File: src/hdl/bcld_pkg.sv
// ----------------------------------------------------------------------------
// bcld_pkg
// shared types, register map and event codes for the button click detector
// ----------------------------------------------------------------------------
package bcld_pkg;

    localparam int TIME_WIDTH_DEF = 32;
    localparam int APB_AW         = 5;
    localparam int APB_DW         = 32;
    localparam int CLICK_W        = 4;

    // register indexes
    localparam logic [2:0] REG_DEBOUNCE   = 3'd0;
    localparam logic [2:0] REG_CLICK_GAP  = 3'd1;
    localparam logic [2:0] REG_LONG_PRESS = 3'd2;
    localparam logic [2:0] REG_MAX_CLICKS = 3'd3;
    localparam logic [2:0] REG_LONG_EN    = 3'd4;
    localparam logic [2:0] REG_RELEASE_EN = 3'd5;

    // event codes
    localparam logic [1:0] EV_CLICK   = 2'd0;
    localparam logic [1:0] EV_LONG    = 2'd1;
    localparam logic [1:0] EV_RELEASE = 2'd2;

    // request codes
    localparam logic REQ_REPORT   = 1'b0;
    localparam logic REQ_EVALUATE = 1'b1;

    // reset values
    localparam logic [15:0]        DEBOUNCE_RST   = 16'd20;
    localparam logic [15:0]        CLICK_GAP_RST  = 16'd300;
    localparam logic [15:0]        LONG_PRESS_RST = 16'd1000;
    localparam logic [CLICK_W-1:0] MAX_CLICKS_RST = 4'd1;

    typedef struct packed {
        logic        req_type;
        logic        level;
        logic [31:0] now_ms;
    } in_word_t;

    typedef struct packed {
        logic [1:0]         event_kind;
        logic [CLICK_W-1:0] click_count;
        logic               last;
    } out_word_t;

    typedef struct packed {
        logic [15:0]        debounce_ms;
        logic [15:0]        click_gap_ms;
        logic [15:0]        long_press_ms;
        logic [CLICK_W-1:0] max_clicks;
        logic               long_press_enable;
        logic               release_event_enable;
    } cfg_t;

    typedef struct packed {
        logic               level_now;
        logic               level_seen;
        logic [CLICK_W-1:0] clicks_so_far;
        logic               long_held;
        logic               held_single_click;
    } flags_t;

endpackage

File: src/hdl/bcld_eval.sv
// ----------------------------------------------------------------------------
// bcld_eval
// single-pass next-state and event logic for one report or evaluate word
// ----------------------------------------------------------------------------
module bcld_eval #(
    parameter int TIME_WIDTH = bcld_pkg::TIME_WIDTH_DEF
) (
    input  bcld_pkg::cfg_t      cfg,
    input  bcld_pkg::in_word_t  in_word,
    input  bcld_pkg::flags_t    flags,
    input  logic [TIME_WIDTH-1:0] change_time,
    input  logic [TIME_WIDTH-1:0] press_time,
    output bcld_pkg::flags_t    flags_next,
    output logic [TIME_WIDTH-1:0] change_time_next,
    output logic [TIME_WIDTH-1:0] press_time_next,
    output bcld_pkg::out_word_t ev0,
    output bcld_pkg::out_word_t ev1,
    output logic [1:0]          ev_n
);
    import bcld_pkg::*;

    localparam int NCAND = 7;

    logic [TIME_WIDTH-1:0] now_t;
    logic [TIME_WIDTH-1:0] el_change;
    logic [TIME_WIDTH-1:0] el_press;
    logic [15:0]           thr;

    logic               cand_v [NCAND];
    logic [1:0]         cand_k [NCAND];
    logic [CLICK_W-1:0] cand_c [NCAND];

    assign now_t     = in_word.now_ms[TIME_WIDTH-1:0];
    assign el_change = now_t - change_time;
    assign el_press  = now_t - press_time;

    always_comb begin
        thr = cfg.long_press_ms;
        if ((cfg.max_clicks > 4'd1) && cfg.long_press_enable
                && (cfg.long_press_ms < cfg.click_gap_ms)) begin
            thr = cfg.click_gap_ms;
        end
    end

    // state update and candidate events in model order
    always_comb begin
        logic               oldv;
        logic               newv;
        logic [CLICK_W-1:0] clk;
        logic               hs;
        logic               lh;

        flags_next       = flags;
        change_time_next = change_time;
        press_time_next  = press_time;
        for (int i = 0; i < NCAND; i++) begin
            cand_v[i] = 1'b0;
            cand_k[i] = EV_CLICK;
            cand_c[i] = '0;
        end
        oldv = flags.level_seen;
        newv = flags.level_now;
        clk  = flags.clicks_so_far;
        hs   = flags.held_single_click;
        lh   = flags.long_held;

        if (in_word.req_type == REQ_REPORT) begin
            if (in_word.level != flags.level_now) begin
                flags_next.level_now = in_word.level;
                change_time_next     = now_t;
                if (in_word.level) begin
                    press_time_next = now_t;
                end
            end
        end else if ({{(TIME_WIDTH-16){1'b0}}, cfg.debounce_ms} <= el_change) begin
            // burst timeout
            if ((clk != '0)
                    && ({{(TIME_WIDTH-16){1'b0}}, cfg.click_gap_ms} < el_press)) begin
                cand_v[0] = !hs;
                cand_c[0] = clk;
                clk       = '0;
                if (!oldv && !newv) begin
                    cand_v[1] = hs;
                    cand_c[1] = CLICK_W'(1);
                    hs        = 1'b0;
                    cand_v[2] = cfg.release_event_enable;
                    cand_k[2] = EV_RELEASE;
                end
            end

            if (oldv && newv) begin
                if (cfg.long_press_enable && !lh
                        && ({{(TIME_WIDTH-16){1'b0}}, thr} < el_press)) begin
                    cand_v[3] = 1'b1;
                    cand_k[3] = EV_LONG;
                    lh        = 1'b1;
                    hs        = 1'b0;
                end
            end else if (oldv && !newv) begin
                if (clk == '0) begin
                    cand_v[4] = hs;
                    cand_c[4] = CLICK_W'(1);
                    hs        = 1'b0;
                    cand_v[5] = cfg.release_event_enable;
                    cand_k[5] = EV_RELEASE;
                end
                lh = 1'b0;
            end else if (!oldv && newv) begin
                if (cfg.max_clicks > clk) begin
                    clk = clk + CLICK_W'(1);
                    hs  = (cfg.max_clicks == CLICK_W'(1)) && (clk == CLICK_W'(1))
                          && cfg.long_press_enable;
                    if (cfg.max_clicks <= clk) begin
                        cand_v[6] = !hs;
                        cand_c[6] = clk;
                        clk       = '0;
                    end
                end
            end

            flags_next.level_seen        = newv;
            flags_next.clicks_so_far     = clk;
            flags_next.held_single_click = hs;
            flags_next.long_held         = lh;
        end
    end

    // keep the first two events
    always_comb begin
        logic [1:0] n;

        n   = 2'd0;
        ev0 = '0;
        ev1 = '0;
        for (int i = 0; i < NCAND; i++) begin
            if (cand_v[i]) begin
                if (n == 2'd0) begin
                    ev0.event_kind  = cand_k[i];
                    ev0.click_count = cand_c[i];
                end else if (n == 2'd1) begin
                    ev1.event_kind  = cand_k[i];
                    ev1.click_count = cand_c[i];
                end
                if (n != 2'd2) begin
                    n = n + 2'd1;
                end
            end
        end
        ev0.last = (n == 2'd1);
        ev1.last = 1'b1;
        ev_n     = n;
    end

endmodule

File: src/hdl/button_click_longpress_detector_unit.sv
// ----------------------------------------------------------------------------
// button_click_longpress_detector_unit
// push button debounce, multi-click bursts, long press and release events
// ----------------------------------------------------------------------------
// Each input word is either a level report or an evaluate tick carrying the
// current millisecond time. A word's state update is done in the cycle it is
// taken; its zero, one or two events go into a two-entry result queue. A new
// word is accepted whenever the queue is empty or its last entry is being taken
// in that cycle, so while m_ready is high words with at most one event run at
// one per cycle; a word with two events blocks new words until one result pops.
// Users must write settings through the APB port only while idle; not enforced.
module button_click_longpress_detector_unit #(
    parameter int TIME_WIDTH = bcld_pkg::TIME_WIDTH_DEF
) (
    input  logic                          aclk,
    input  logic                          aresetn,
    input  logic                          psel,
    input  logic                          penable,
    input  logic                          pwrite,
    input  logic [bcld_pkg::APB_AW-1:0]   paddr,
    input  logic [bcld_pkg::APB_DW-1:0]   pwdata,
    output logic [bcld_pkg::APB_DW-1:0]   prdata,
    output logic                          pready,
    input  logic                          s_valid,
    output logic                          s_ready,
    input  bcld_pkg::in_word_t            s_data,
    output logic                          m_valid,
    input  logic                          m_ready,
    output bcld_pkg::out_word_t           m_data
);
    import bcld_pkg::*;

    cfg_t                  cfg_reg;
    flags_t                flags_reg, flags_next;
    logic [TIME_WIDTH-1:0] change_time_reg, change_time_next;
    logic [TIME_WIDTH-1:0] press_time_reg, press_time_next;
    out_word_t             q0_reg, q1_reg;
    logic [1:0]            count_reg;
    out_word_t             ev0, ev1;
    logic [1:0]            ev_n;
    logic [2:0]            reg_idx;
    logic                  accept;
    logic                  pop;

    assign pready  = 1'b1;
    assign reg_idx = paddr[APB_AW-1:2];

    // configuration registers
    always_ff @(posedge aclk) begin
        if (!aresetn) begin
            cfg_reg.debounce_ms          <= DEBOUNCE_RST;
            cfg_reg.click_gap_ms         <= CLICK_GAP_RST;
            cfg_reg.long_press_ms        <= LONG_PRESS_RST;
            cfg_reg.max_clicks           <= MAX_CLICKS_RST;
            cfg_reg.long_press_enable    <= 1'b1;
            cfg_reg.release_event_enable <= 1'b0;
        end else if (psel && penable && pwrite && pready) begin
            unique case (reg_idx)
                REG_DEBOUNCE:   cfg_reg.debounce_ms          <= pwdata[15:0];
                REG_CLICK_GAP:  cfg_reg.click_gap_ms         <= pwdata[15:0];
                REG_LONG_PRESS: cfg_reg.long_press_ms        <= pwdata[15:0];
                REG_MAX_CLICKS: cfg_reg.max_clicks           <= pwdata[CLICK_W-1:0];
                REG_LONG_EN:    cfg_reg.long_press_enable    <= pwdata[0];
                REG_RELEASE_EN: cfg_reg.release_event_enable <= pwdata[0];
                default: ;
            endcase
        end
    end

    always_comb begin
        prdata = '0;
        unique case (reg_idx)
            REG_DEBOUNCE:   prdata = {16'd0, cfg_reg.debounce_ms};
            REG_CLICK_GAP:  prdata = {16'd0, cfg_reg.click_gap_ms};
            REG_LONG_PRESS: prdata = {16'd0, cfg_reg.long_press_ms};
            REG_MAX_CLICKS: prdata = {{(APB_DW-CLICK_W){1'b0}}, cfg_reg.max_clicks};
            REG_LONG_EN:    prdata = {{(APB_DW-1){1'b0}}, cfg_reg.long_press_enable};
            REG_RELEASE_EN: prdata = {{(APB_DW-1){1'b0}}, cfg_reg.release_event_enable};
            default:        prdata = '0;
        endcase
    end

    bcld_eval #(
        .TIME_WIDTH (TIME_WIDTH)
    ) u_eval (
        .cfg              (cfg_reg),
        .in_word          (s_data),
        .flags            (flags_reg),
        .change_time      (change_time_reg),
        .press_time       (press_time_reg),
        .flags_next       (flags_next),
        .change_time_next (change_time_next),
        .press_time_next  (press_time_next),
        .ev0              (ev0),
        .ev1              (ev1),
        .ev_n             (ev_n)
    );

    assign m_valid = (count_reg != 2'd0);
    assign m_data  = q0_reg;
    assign pop     = m_valid && m_ready;
    assign s_ready = (count_reg == 2'd0) || ((count_reg == 2'd1) && m_ready);
    assign accept  = s_valid && s_ready;

    // detector state
    always_ff @(posedge aclk) begin
        if (!aresetn) begin
            flags_reg       <= '0;
            change_time_reg <= '0;
            press_time_reg  <= '0;
        end else if (accept) begin
            flags_reg       <= flags_next;
            change_time_reg <= change_time_next;
            press_time_reg  <= press_time_next;
        end
    end

    // result queue
    always_ff @(posedge aclk) begin
        if (!aresetn) begin
            count_reg <= 2'd0;
        end else if (accept) begin
            count_reg <= ev_n;
        end else if (pop) begin
            count_reg <= count_reg - 2'd1;
        end
    end

    always_ff @(posedge aclk) begin
        if (accept) begin
            q0_reg <= ev0;
            q1_reg <= ev1;
        end else if (pop) begin
            q0_reg <= q1_reg;
        end
    end

    a_event_shows: assert property (@(posedge aclk) disable iff (!aresetn)
        (accept && (ev_n != 2'd0)) |=> m_valid)
        else $error("accepted word with events gave no result");

    a_partner_queued: assert property (@(posedge aclk) disable iff (!aresetn)
        (m_valid && !m_data.last) |-> (count_reg == 2'd2))
        else $error("non-final result without its partner");

    a_count_range: assert property (@(posedge aclk) disable iff (!aresetn)
        count_reg != 2'd3)
        else $error("result queue overfilled");

    a_kind_valid: assert property (@(posedge aclk) disable iff (!aresetn)
        m_valid |-> (m_data.event_kind != 2'd3))
        else $error("undefined event kind on output");

endmodule
File: config.mk
export PLATFORM = sky130hd
export DESIGN_NAME = button_click_longpress_detector_unit
export DESIGN_NICKNAME = d
export VERILOG_FILES = /design/src/hdl/bcld_pkg.sv /design/src/hdl/bcld_eval.sv /design/src/hdl/button_click_longpress_detector_unit.sv
export SDC_FILE = /design/constraint.sdc
export NUM_CORES = 1
export LEC_CHECK = 0
export BUFFER_PORTS_ARGS = -buffer_cell sky130_fd_sc_hd__buf_4
export CORE_MARGIN = 3
export CORE_UTILIZATION = 42
export CTS_CLUSTER_SIZE = 8
export DETAILED_ROUTE_END_ITERATION = 7
export GPL_TIMING_DRIVEN = 0
export PLACE_DENSITY = 0.63
export SYNTH_ARGS = -nofsm -noshare
export SYNTH_HDL_FRONTEND = slang
export SYNTH_HIERARCHICAL = 1
export SYNTH_SLANG_ARGS = --single-unit
export TNS_END_PERCENT = 50
File: constraint.sdc
create_clock -name aclk -period 14.1 [get_ports aclk]
set_input_delay 2.82 -clock aclk [delete_from_list [all_inputs] [get_ports aclk]]
set_output_delay 2.82 -clock aclk [all_outputs]
set_load 0.005 [all_outputs]
# Word level (Yosys, flattened, before mapping)
# Cells that the tools add are included.
# W data, S select, Z words.
# totals
regBits	141
in_bits	78
wordCells	214
# op_classes
add_sub_neg	10
n_lt_le_gt_ge	7
n_eq_ne	23
n_mux	109
bitwise	1
reduce_logical	45
# ops
op	count
$mux W6	28
$mux W4	24
$pmux W16 S6	1
$lt A16 B32 Y1	2
$sub A32 B32 Y32	2
$mux W2	25
$le A16 B32 Y1	1
$mux W7	4
$mux W8	3
$mux W1	21
$logic_and A1 B1 Y1	16
$lt A16 B16 Y1	1
$mux W16	1
$eq A2 B1 Y1 const B	7
$logic_not A2 Y1	7
$ne A2 B2 Y1 const B	6
$reduce_and A2 Y1	6
$add A2 B1 Y2 const B	5
$eq A4 B1 Y1 const B	2
$eq A3 B2 Y1 const B	2
$eq A3 B3 Y1 const B	2
$mux W3	2
$reduce_and A3 Y1	2
$reduce_bool A2 Y1	3
other kinds (18)	22

# Logic depth before layout (Yosys ltp)
# Gate-level depths: netlist of the first run.
# depth
ltp_word	39
ltp_mapped	46
mapped_depth_nobuf	45

# Hierarchy
# The synthesis of the first run kept the hierarchy.
# by_module_without_submodules
module	instances	cells_per_inst	area_per_inst_um2
bcld_eval	1	1193	7693.6
button_click_longpress_detector_unit	1	658	6033.3

# Worst setup path before layout of the first run
# OpenSTA, ideal clock, no wires.
# synth_path
path_type	input to register
from	in s_data[0] (netlist bit)
to	reg q0_reg, in the netlist m_data[3] (data pin)
arrival_time_ns	9.626
required_ns	13.840
setup_slack_ns	4.214
cell_stages	39
cell_sequence	inv_1 -> ha_1 -> fa_1 -> nor2b_1 -> o2111ai_1 -> a21oi_1 -> o21bai_1 -> and2_1 -> o21ai_0 -> xnor2_1 -> ha_1 -> nand4_1 -> nor4_1 -> a2111oi_0 -> o221ai_1 -> a2111oi_2 -> nand4_1 -> nor4_1 -> [... 3 more ...] -> and3_1 -> inv_1 -> ha_1 -> and4b_1 -> a21oi_1 -> ha_1 -> a21o_1 -> ha_1 -> mux2_2 -> ha_1 -> a2bb2oi_1 -> o31ai_2 -> inv_1 -> ha_1 -> inv_1 -> o2111ai_1 -> o32ai_1 -> mux2_2
# synth_rtl
element	line	source
start, declared	button_click_longpress_detector_unit.sv:26	input bcld_pkg::in_word_t s_data,
end signal, assigned	button_click_longpress_detector_unit.sv:131	q0_reg <= ev0;
end signal, assigned	button_click_longpress_detector_unit.sv:134	q0_reg <= q1_reg;
end, declared	button_click_longpress_detector_unit.sv:37	out_word_t q0_reg, q1_reg;

==> impl_metrics.env, run 1 <==
export IMPL_status="complete, no violations"
export IMPL_drtAntennaViolNets=0
export IMPL_seqPwrFrac_pct=32.0
export IMPL_power_density_mw_per_mm2=87.45
export IMPL_slew_viol_final=0
export IMPL_wl_per_cell_um=18.38
export IMPL_muxShareOfSynthArea_pct=5.952
export IMPL_min_period_ns=11.91
export IMPL_postCtsSetupBuffers=0
export IMPL_ys_top_cells_by_area="dfxtp_1, ha_1, o21ai_0"
export IMPL_worstReg2RegEnd="m_data[3]$_DFFE_PP_"
export IMPL_dieArea_mm2=0.03489
export IMPL_antenna_found_initial=0
export IMPL_synthCells=1851
export IMPL_synth_edf_count=14
export IMPL_hold_viol_final=0
export IMPL_finClkSkew_ns=0.01148
export IMPL_drive_gt1_share_pct=10.71
export IMPL_ctsLongestPathBuffers=2
export IMPL_n_antenna_cell=0
export IMPL_cts_made_buffers=17
export IMPL_gr_total_overflow=0
export IMPL_r2r_start="change_time_reg[0]$_SDFFE_PN0P_"
export IMPL_multiInputGateArea_mm2=0.009663
export IMPL_yosysUniqueCellTypes=99
export IMPL_synth_avg_cell_area_um2=7.416
export IMPL_path_clk_slew_ns=0.06
export IMPL_finalSetupViolCount=0
export IMPL_drc=0
export IMPL_ys_async_sr_fraction_pct=0
export IMPL_htreeDepth=4
export IMPL_final_cell_count_no_fill=2414
export IMPL_hpwl_um=34930
export IMPL_r2r_cells=38
export IMPL_syn_area_mm2=0.01373
export IMPL_first_pass_iters=6
export IMPL_vias=14090
export IMPL_crit_path_frequent_cell="ha_1"
export IMPL_avgViaCountPerCell=5.836
export IMPL_root_buffer="clkbuf_16"
export IMPL_dieHeight_um=186.8
export IMPL_crit_arrival_ns=12.11
export IMPL_port_buffers=82
export IMPL_start_util_pct=43.06
export IMPL_crit_end="m_data[3]$_DFFE_PP_"
export IMPL_synth_largest_area_cell="dfxtp_1"
export IMPL_yosysWarnings=6
export IMPL_cts_tree="built"
export IMPL_critPathKind="input port to flip-flop"
export IMPL_max_freq_mhz=83.95
export IMPL_cpMaxStageDelayCell="nor4_1"
export IMPL_required_ns=14.30
export IMPL_dp_cells=2383
export IMPL_synth_commonest_cells="o21ai_0, nand2_1, a21oi_1, ha_1, inv_1"
export IMPL_power_switching_uw=492.1
export IMPL_power_frac_comb_pct=32.5
export IMPL_rows=65
export IMPL_rsz0062_at_grt="no"
export IMPL_synthAdderAreaFrac_pct=13.67
export IMPL_tightest_slew_ns=1.110
export IMPL_ff2ff_setup_slack_ns=4.41
export IMPL_pwr_share_clk_pct=35.5
export IMPL_largest_reg_flops=54
export IMPL_fillCellCount=3245
export IMPL_synth_most_common_cell="o21ai_0"
export IMPL_yosysTopAreaCellShare_pct=18.67
export IMPL_synth_main_ff_cell="dfxtp_1"
export IMPL_nets=2193
export IMPL_die_w_um=186.8
export IMPL_ys_ff_latch=142
export IMPL_hp_class="flip-flop to flip-flop"
export IMPL_hold_buffers=0
export IMPL_switching_share_pct=36.18
export IMPL_cap_violations=0
export IMPL_clock_sinks=142
export IMPL_coreArea_mm2=0.03188
export IMPL_clock_latency_ns=0.45
export IMPL_synth_xor_area_share_pct=2.744
export IMPL_cp_max_fo=10
export IMPL_grt_pass1_vias=13160
export IMPL_p_leak_uw=0.006258
export IMPL_start_kind="input port"
export IMPL_synth_compound_area_share_pct=27.94
export IMPL_p_int_uw=868.0
export IMPL_wirelength_um=44370
export IMPL_period_share_pct=84.48
export IMPL_grt_start_max_net_pins=17
export IMPL_yosys_area_share_simple_pct=19.60
export IMPL_grt_pass1_wl_um=70240
export IMPL_grt_total_usage_pct=24.66
export IMPL_finalWeightedCongestion=0.9151
export IMPL_relSlewSlack_pct=25.70
export IMPL_area_growth_pct=13.30
export IMPL_drt_iter0_markers=1146
export IMPL_top_level_ports=120
export IMPL_synth_top_family_by_area="compound AO/OA/AOI/OAI gates"
export IMPL_tns_ns=0
export IMPL_yosysSeqAreaShare_pct=21.73
export IMPL_max_stage_delay_ns=0.85
export IMPL_crit_path_end_kind="flip-flop"
export IMPL_crit_start="s_data[0]"
export IMPL_peakVddDrop_mv=0.08600
export IMPL_seq_area_mm2=0.002983
export IMPL_cts_resized=0
-- logic make-up (layout without fill, tap and decap cells) --
group / count (synthesis) / count (layout)
adders and majority gates: 149 / 149
muxes: 76 / 76
AOI/OAI and AO/OA: 621 / 621
buffers and inverters: 266 / 379
DFF: 142 / 142
and+or+nand+nor: 551 / 551
other: 3 / 18
xor gates and xnor gates: 43 / 43
-- worst min path at each step --
stage / startpoint / to / slack (ns) / cells after the start
5_1_grt: change_time_reg[8]$_SDFFE_PN0P_ / change_time_reg[8]$_SDFFE_PN0P_ / 0.49 / 2
4_1_cts: change_time_reg[10]$_SDFFE_PN0P_ / change_time_reg[10]$_SDFFE_PN0P_ / 0.47 / 2
3_3_place_gp: change_time_reg[27]$_SDFFE_PN0P_ / change_time_reg[27]$_SDFFE_PN0P_ / 0.46 / 2
2_1_floorplan: cfg_reg[41]$_SDFFE_PN0P_ / cfg_reg[41]$_SDFFE_PN0P_ / 0.45 / 2
6_report: change_time_reg[6]$_SDFFE_PN0P_ / change_time_reg[6]$_SDFFE_PN0P_ / 0.47 / 2
3_5_place_dp: change_time_reg[10]$_SDFFE_PN0P_ / change_time_reg[10]$_SDFFE_PN0P_ / 0.47 / 2
-- worst max-delay path, delay by kind of cell --
| family | cells | cell delay (ns) |
|---|---|---|
| buffers and inverters | 6 | 0.71 |
| AO/OA/AOI/OAI | 13 | 3.09 |
| adder cells (fa/ha/maj) | 8 | 2.22 |
| AND/OR/NAND/NOR | 10 | 2.45 |
| XOR/XNOR | 1 | 0.23 |
| multiplexers | 2 | 0.59 |
-- cell usage in the layout, fill, tap and decap left out, types with 8 or more instances in the layout --
cell type and count:
o21ai_0 229, nand2_1 213, a21oi_1 173, ha_1 146
inv_1 135, dfxtp_1 128, buf_4 101, nand3_1 94
nor2_1 86, clkbuf_1 69, mux2i_1 58, a21o_1 32
nand4_1 30, o211ai_1 26, buf_2 24, xnor2_1 23
nor3_1 20, xor2_1 20, clkbuf_16 19, conb_1 18
nand2b_1 18, nor2b_1 17, mux2_2 15, a211oi_1 15
a2bb2oi_1 14, edfxtp_1 14, buf_1 12, and3_1 12
o21a_1 11, a31oi_1 10, o21ai_1 10, a2111oi_0 9
o311ai_0 8, or3_1 8, o2bb2ai_1 8
-- power by group through the flow --
stage / sequential, uW / clock [uW] / combinational (uW)
after detailed placement: 444 / 0 / 431
after CTS: 435 / 487 / 435
after global routing: 437 / 504 / 488
final: 435 / 483 / 442
after global placement: 443 / 0 / 426
after floorplan: 442 / 0 / 297
-- layer usage --
layer | vias to the layer above | track usage, % | wire (um)
met1 | 6657 | 33.93 | 20690
met5 | - | 0 | 0
met3 | 49 | 3.532 | 2639
li1 | 6906 | - | -
met4 | 0 | 6.048 | 810
met2 | 477 | 40.79 | 20240
-- per-stage QoR --
| stage | power, uW | worst slack (ns) | area, um^2 | utilization (%) | hold WS (ns) |
|---|---|---|---|---|---|
| after floorplan | 739.2 | 4.214 | 13780 | - | 0.4492 |
| after global placement | 869.6 | 2.023 | 14940 | 46.87 | 0.4599 |
| after detailed placement | 875.3 | 1.836 | 14940 | 46.87 | 0.4660 |
| after CTS | 1357 | 2.288 | 15550 | 48.78 | 0.4748 |
| after global routing | 1428 | 1.537 | 15550 | 48.78 | 0.4866 |
| final | 1360 | 2.188 | 15550 | 48.78 | 0.4749 |
-- area by class of cell --
type	count	share of cell area, %
Clock inverter	10	0.8125
Timing Repair Buffer	82	3.958
Buffer	127	3.958
Multi-Input combinational cell	1458	62.13
Tap cell	435	3.500
Inverter	139	3.355
Sequential cell	142	19.18
Clock buffer	21	3.105
(Power assumes the default switching activity.)
==> run 2: changes to the inputs <==
==> constraint.sdc (replaced) <==
create_clock -name aclk -period 11.85 [get_ports aclk]
set_input_delay 2.37 -clock aclk [delete_from_list [all_inputs] [get_ports aclk]]
set_output_delay 2.37 -clock aclk [all_outputs]
set_load 0.005 [all_outputs]
==> run 2 against run 1 <==
Power rose by 19%. Combinational power rose by 19%. Worst setup slack got worse by 1.4 ns. Highest routed layer is now met5. Critical endpoint unchanged. Sequential share of layout area barely moved.
==> impl_metrics.env, run 2 (same netlist as run 1, synthesis figures left out) <==
export IMPL_drc=0
export IMPL_crit_arrival_ns=11.27
export IMPL_r2r_start="change_time_reg[0]$_SDFFE_PN0P_"
export IMPL_dieArea_mm2=0.03489
export IMPL_max_freq_mhz=90.33
export IMPL_path_clk_slew_ns=0.06
export IMPL_cpMaxStageDelayCell="nor4_1"
export IMPL_cts_made_buffers=17
export IMPL_avgViaCountPerCell=5.802
export IMPL_final_cell_mix="o21ai_0, nand2_1, a21oi_1"
export IMPL_port_buffers=82
export IMPL_top_level_ports=120
export IMPL_n_antenna_cell=0
export IMPL_max_stage_delay_ns=0.63
export IMPL_peakVddDrop_mv=0.1035
export IMPL_hold_slack_ns=0.4741
export IMPL_wirelength_um=44350
export IMPL_start_kind="input port"
export IMPL_ctsLongestPathBuffers=2
export IMPL_slew_viol_final=0
export IMPL_grt_start_max_net_pins=17
export IMPL_drtAntennaViolNets=0
export IMPL_rsz0062_at_grt="no"
export IMPL_crit_path_frequent_cell="inv_1"
export IMPL_first_pass_iters=6
export IMPL_clock_sinks=142
export IMPL_root_buffer="clkbuf_16"
export IMPL_die_w_um=186.8
export IMPL_critPathKind="input port to flip-flop"
export IMPL_relSlewSlack_pct=25.22
export IMPL_ff2ff_setup_slack_ns=2.54
export IMPL_multiInputGateArea_mm2=0.009678
export IMPL_fillCellCount=3243
export IMPL_worstReg2RegEnd="m_data[3]$_DFFE_PP_"
export IMPL_postCtsSetupBuffers=0
export IMPL_vias=14010
export IMPL_cts_tree="built"
export IMPL_dieHeight_um=186.8
export IMPL_period_share_pct=93.42
export IMPL_seq_area_mm2=0.002983
export IMPL_htreeDepth=4
export IMPL_cp_max_fo=10
export IMPL_gr_total_overflow=0
export IMPL_grt_pass1_wl_um=70240
export IMPL_drt_iter0_markers=1243
export IMPL_largest_reg_flops=54
export IMPL_p_leak_uw=0.006263
export IMPL_antenna_found_initial=1
export IMPL_rows=65
export IMPL_area_growth_pct=13.41
export IMPL_hold_viol_final=0
export IMPL_cts_resized=0
export IMPL_clock_latency_ns=0.46
export IMPL_status="complete, no violations"
export IMPL_tightest_slew_ns=1.118
export IMPL_power_density_mw_per_mm2=104.0
export IMPL_finalWeightedCongestion=0.9151
export IMPL_power_uw=1619
export IMPL_tns_ns=0
export IMPL_nets=2193
export IMPL_hold_buffers=0
export IMPL_drive_gt1_share_pct=10.76
export IMPL_cap_violations=0
export IMPL_required_ns=12.05
export IMPL_wl_per_cell_um=18.37
export IMPL_start_util_pct=43.06
export IMPL_coreArea_mm2=0.03188
export IMPL_r2r_cells=43
export IMPL_min_period_ns=11.07
export IMPL_whs_endpoint="change_time_reg[7]$_SDFFE_PN0P_"
export IMPL_grt_pass1_vias=13160
export IMPL_crit_path_end_kind="flip-flop"
export IMPL_min_from="change_time_reg[7]$_SDFFE_PN0P_"
export IMPL_hpwl_um=34930
export IMPL_holdPathStages=2
export IMPL_finClkSkew_ns=0.01198
export IMPL_grt_total_usage_pct=24.66
export IMPL_final_common_cell="o21ai_0"
export IMPL_hp_class="flip-flop to flip-flop"
export IMPL_finalSetupViolCount=0
## run 2: cell count changes in the layout (fill, tap and decap cells not counted)
cell	delta
nor4_4	+1
nor4_1	-1
## run 2: how the worst max path moves through the flow
stage | startpoint | endpoint | slack, ns | cells after the start
after floorplan | s_data[0] | m_data[3]$_DFFE_PP_ | 2.41 | 39
after global placement | s_data[0] | m_data[4]$_DFFE_PP_ | 0.22 | 40
after detailed placement | s_data[0] | m_data[3]$_DFFE_PP_ | 0.04 | 40
after CTS | s_data[0] | m_data[3]$_DFFE_PP_ | 0.49 | 40
after global routing | s_data[0] | m_data[3]$_DFFE_PP_ | 0.14 | 45
final | s_data[0] | m_data[3]$_DFFE_PP_ | 0.78 | 45
## run 2: critical path: cells and delay by family
| kind | cells | cell delay (ns) |
|---|---|---|
| AOI/OAI and AO/OA | 13 | 2.59 |
| xor gates and xnor gates | 1 | 0.16 |
| adders and majority gates | 8 | 2.22 |
| buffers and inverters | 10 | 1.00 |
| muxes | 1 | 0.29 |
| and+or+nand+nor | 12 | 2.60 |
## run 2: metrics by stage
step	setup WS, ns	util [%]	area (um^2)	cells
after floorplan	2.414	-	13780	1866
after global placement	0.2230	46.87	14940	2383
after detailed placement	0.03554	46.87	14940	2383
after CTS	0.4884	48.78	15550	2414
after global routing	0.1425	48.83	15570	2414
final	0.7799	48.83	15570	2414
## run 2: layout make-up
type	instances	area share [%]
plain buffers	127	3.954
inverters	139	3.352
clock inverters	10	0.8118
multi-input cells	1458	62.17
well taps	435	3.496
flip-flops and latches	142	19.16
clock buffers	21	3.102
repair buffers	82	3.954
## run 2: layer usage
metal	wire length, um	global-route usage [%]
met4	827	6.048
met1	20640	33.93
met3	2648	3.532
met2	20210	40.79
met5	16	0
## run 2: power by group
part / switching [uW] / internal [uW] / leakage (uW)
clock: 239 / 337 / 0.000287
combinational: 338 / 188 / 0.00480
sequential: 9.56 / 508 / 0.00118
==> run 3: changes to the inputs <==
--- a/config.mk
+++ b/config.mk
@@ -12,6 +12,7 @@
 export DETAILED_ROUTE_END_ITERATION = 7
 export GPL_TIMING_DRIVEN = 0
 export PLACE_DENSITY = 0.63
+export RECOVER_POWER = 100
 export SYNTH_ARGS = -nofsm -noshare
 export SYNTH_HDL_FRONTEND = slang
 export SYNTH_HIERARCHICAL = 1
==> run 3 against run 2 <==
Hold slack gained 0.00070 ns. Clock power about the same. Clock skew down 0.0012 ns. Routed wire length increased by 0.14%. Worst setup slack worse by 0.052 ns. Count of clock-buffer cells in the layout is the same. Highest routed layer is now met4. Sequential power barely moved. Critical path depth stayed put. Flip-flop and latch count did not move.
==> impl_metrics.env, run 3 (same netlist as run 1, synthesis figures left out) <==
export IMPL_status="complete, no violations"
export IMPL_root_buffer="clkbuf_16"
export IMPL_power_switching_uw=584.0
export IMPL_vias=14040
export IMPL_cp_max_fo=10
export IMPL_crit_path_frequent_cell="inv_1"
export IMPL_wirelength_um=44410
export IMPL_critPathKind="input port to flip-flop"
export IMPL_gr_total_overflow=0
export IMPL_nets=2193
export IMPL_rsz0062_at_grt="no"
export IMPL_required_ns=12.05
export IMPL_antenna_found_initial=1
export IMPL_grt_total_usage_pct=24.66
export IMPL_r2r_cells=43
export IMPL_peakVddDrop_mv=0.1025
export IMPL_coreArea_mm2=0.03188
export IMPL_clock_latency_ns=0.45
export IMPL_dpl_cell_area_mm2=0.01494
export IMPL_finalSetupViolCount=0
export IMPL_relSlewSlack_pct=3.925
export IMPL_seqPwrFrac_pct=32.0
export IMPL_drc=0
export IMPL_ff2ff_setup_slack_ns=2.50
export IMPL_htreeDepth=4
export IMPL_worstReg2RegEnd="m_data[3]$_DFFE_PP_"
export IMPL_area_growth_pct=12.76
export IMPL_crit_path_end_kind="flip-flop"
export IMPL_hpwl_um=34930
export IMPL_ctsLongestPathBuffers=2
export IMPL_tightest_slew_ns=1.436
export IMPL_hp_class="flip-flop to flip-flop"
export IMPL_r2r_start="change_time_reg[0]$_SDFFE_PN0P_"
export IMPL_start_kind="input port"
export IMPL_min_period_ns=11.12
export IMPL_period_share_pct=93.86
export IMPL_finalWeightedCongestion=0.9151
export IMPL_holdPathStages=2
export IMPL_hold_slack_ns=0.4748
export IMPL_start_util_pct=43.06
export IMPL_port_buffers=82
export IMPL_avgViaCountPerCell=5.815
export IMPL_final_cell_mix="o21ai_0, nand2_1, a21oi_1"
export IMPL_power_density_mw_per_mm2=104.3
export IMPL_rows=65
export IMPL_drt_iter0_markers=1080
export IMPL_final_common_cell="o21ai_0"
export IMPL_first_pass_iters=6
export IMPL_dieArea_mm2=0.03489
export IMPL_design_area_mm2=0.01548
export IMPL_slew_viol_final=0
export IMPL_hold_viol_final=0
export IMPL_path_clk_slew_ns=0.06
export IMPL_dieHeight_um=186.8
export IMPL_power_frac_comb_pct=32.4
export IMPL_finClkSkew_ns=0.01082
export IMPL_cts_made_buffers=17
export IMPL_grt_start_max_net_pins=17
export IMPL_whs_endpoint="change_time_reg[6]$_SDFFE_PN0P_"
export IMPL_switching_share_pct=36.18
export IMPL_min_from="change_time_reg[6]$_SDFFE_PN0P_"
export IMPL_pwr_share_clk_pct=35.5
export IMPL_p_int_uw=1030
export IMPL_largest_reg_flops=54
export IMPL_cts_tree="built"
export IMPL_cap_violations=0
export IMPL_clock_sinks=142
export IMPL_p_leak_uw=0.006180
export IMPL_grt_pass1_vias=13160
export IMPL_max_freq_mhz=89.91
export IMPL_die_w_um=186.8
export IMPL_grt_pass1_wl_um=70240
export IMPL_max_stage_delay_ns=0.65
export IMPL_top_level_ports=120
export IMPL_drive_gt1_share_pct=9.651
export IMPL_postCtsSetupBuffers=0
export IMPL_tns_ns=0
export IMPL_cpMaxStageDelayCell="nor4_1"
export IMPL_wl_per_cell_um=18.39
export IMPL_crit_arrival_ns=11.32
export IMPL_drtAntennaViolNets=0
-- run 3: cell types whose count changed in the layout (fill, tap and decap cells not counted), sizes merged --
cell,before,now
diode,0,1
clkbuf,88,127
buf,142,103
-- run 3: through the flow --
stage	util [%]	instances	setup slack, ns	power (uW)
CTS	48.78	2414	0.4884	1615
finish	48.55	2415	0.7279	1614
detailed placement	46.87	2383	0.03554	1042
floorplan	-	1866	2.414	879.5
global placement	46.87	2383	0.2230	1035
global route	48.55	2415	0.1082	1697
-- run 3: repair_timing --
action / in CTS / in global routing
gates resized for setup: 0 / 2
setup endpoints to repair: 0 / 5
endpoints found under the hold margin: 0 / 0
hold buffers: 0 / 0
-- run 3: worst max-delay path by stage --
| stage | from | end |
|---|---|---|
| 5_1_grt | s_data[0] | m_data[3]$_DFFE_PP_ |
| 4_1_cts | s_data[0] | m_data[3]$_DFFE_PP_ |
| 2_1_floorplan | s_data[0] | m_data[3]$_DFFE_PP_ |
| 3_3_place_gp | s_data[0] | m_data[4]$_DFFE_PP_ |
| 6_report | s_data[0] | m_data[3]$_DFFE_PP_ |
| 3_5_place_dp | s_data[0] | m_data[3]$_DFFE_PP_ |
-- run 3: power groups by stage --
| stage | Clock (uW) | Combinational (uW) | Sequential (uW) |
|---|---|---|---|
| after floorplan | 0 | 354 | 526 |
| after global placement | 0 | 507 | 528 |
| after CTS | 580 | 517 | 517 |
| final | 573 | 523 | 517 |
| after global routing | 600 | 578 | 520 |
| after detailed placement | 0 | 513 | 528 |
-- run 3: critical path, delay by kind of cell --
kind	cells	cell delay (ns)
simple gates	12	2.63
compound gates	13	2.59
fa+ha+maj	8	2.21
buf+inv	10	1.03
mux	1	0.29
xor+xnor	1	0.16
-- run 3: area by class of cell --
cell class	count	area, um^2
sequential	142	2983
antenna	1	2.502
multi-input combinational	1458	9634
fill	3263	16400
tap	435	544.3
timing repair buffer	82	596.8
clock buffer	21	483.0
inverter	139	521.8
buffer	127	586.8
clock inverter	10	126.4
-- run 3: routing by layer --
metal  up-vias  global-route usage [%]  part of all wire (%)
met5         -                       0                     0
met3        48                   3.532                   6.0
met4         0                   6.048                   1.8
met2       445                   40.79                    46
li1       6900                       -                     -
met1      6651                   33.93                    46
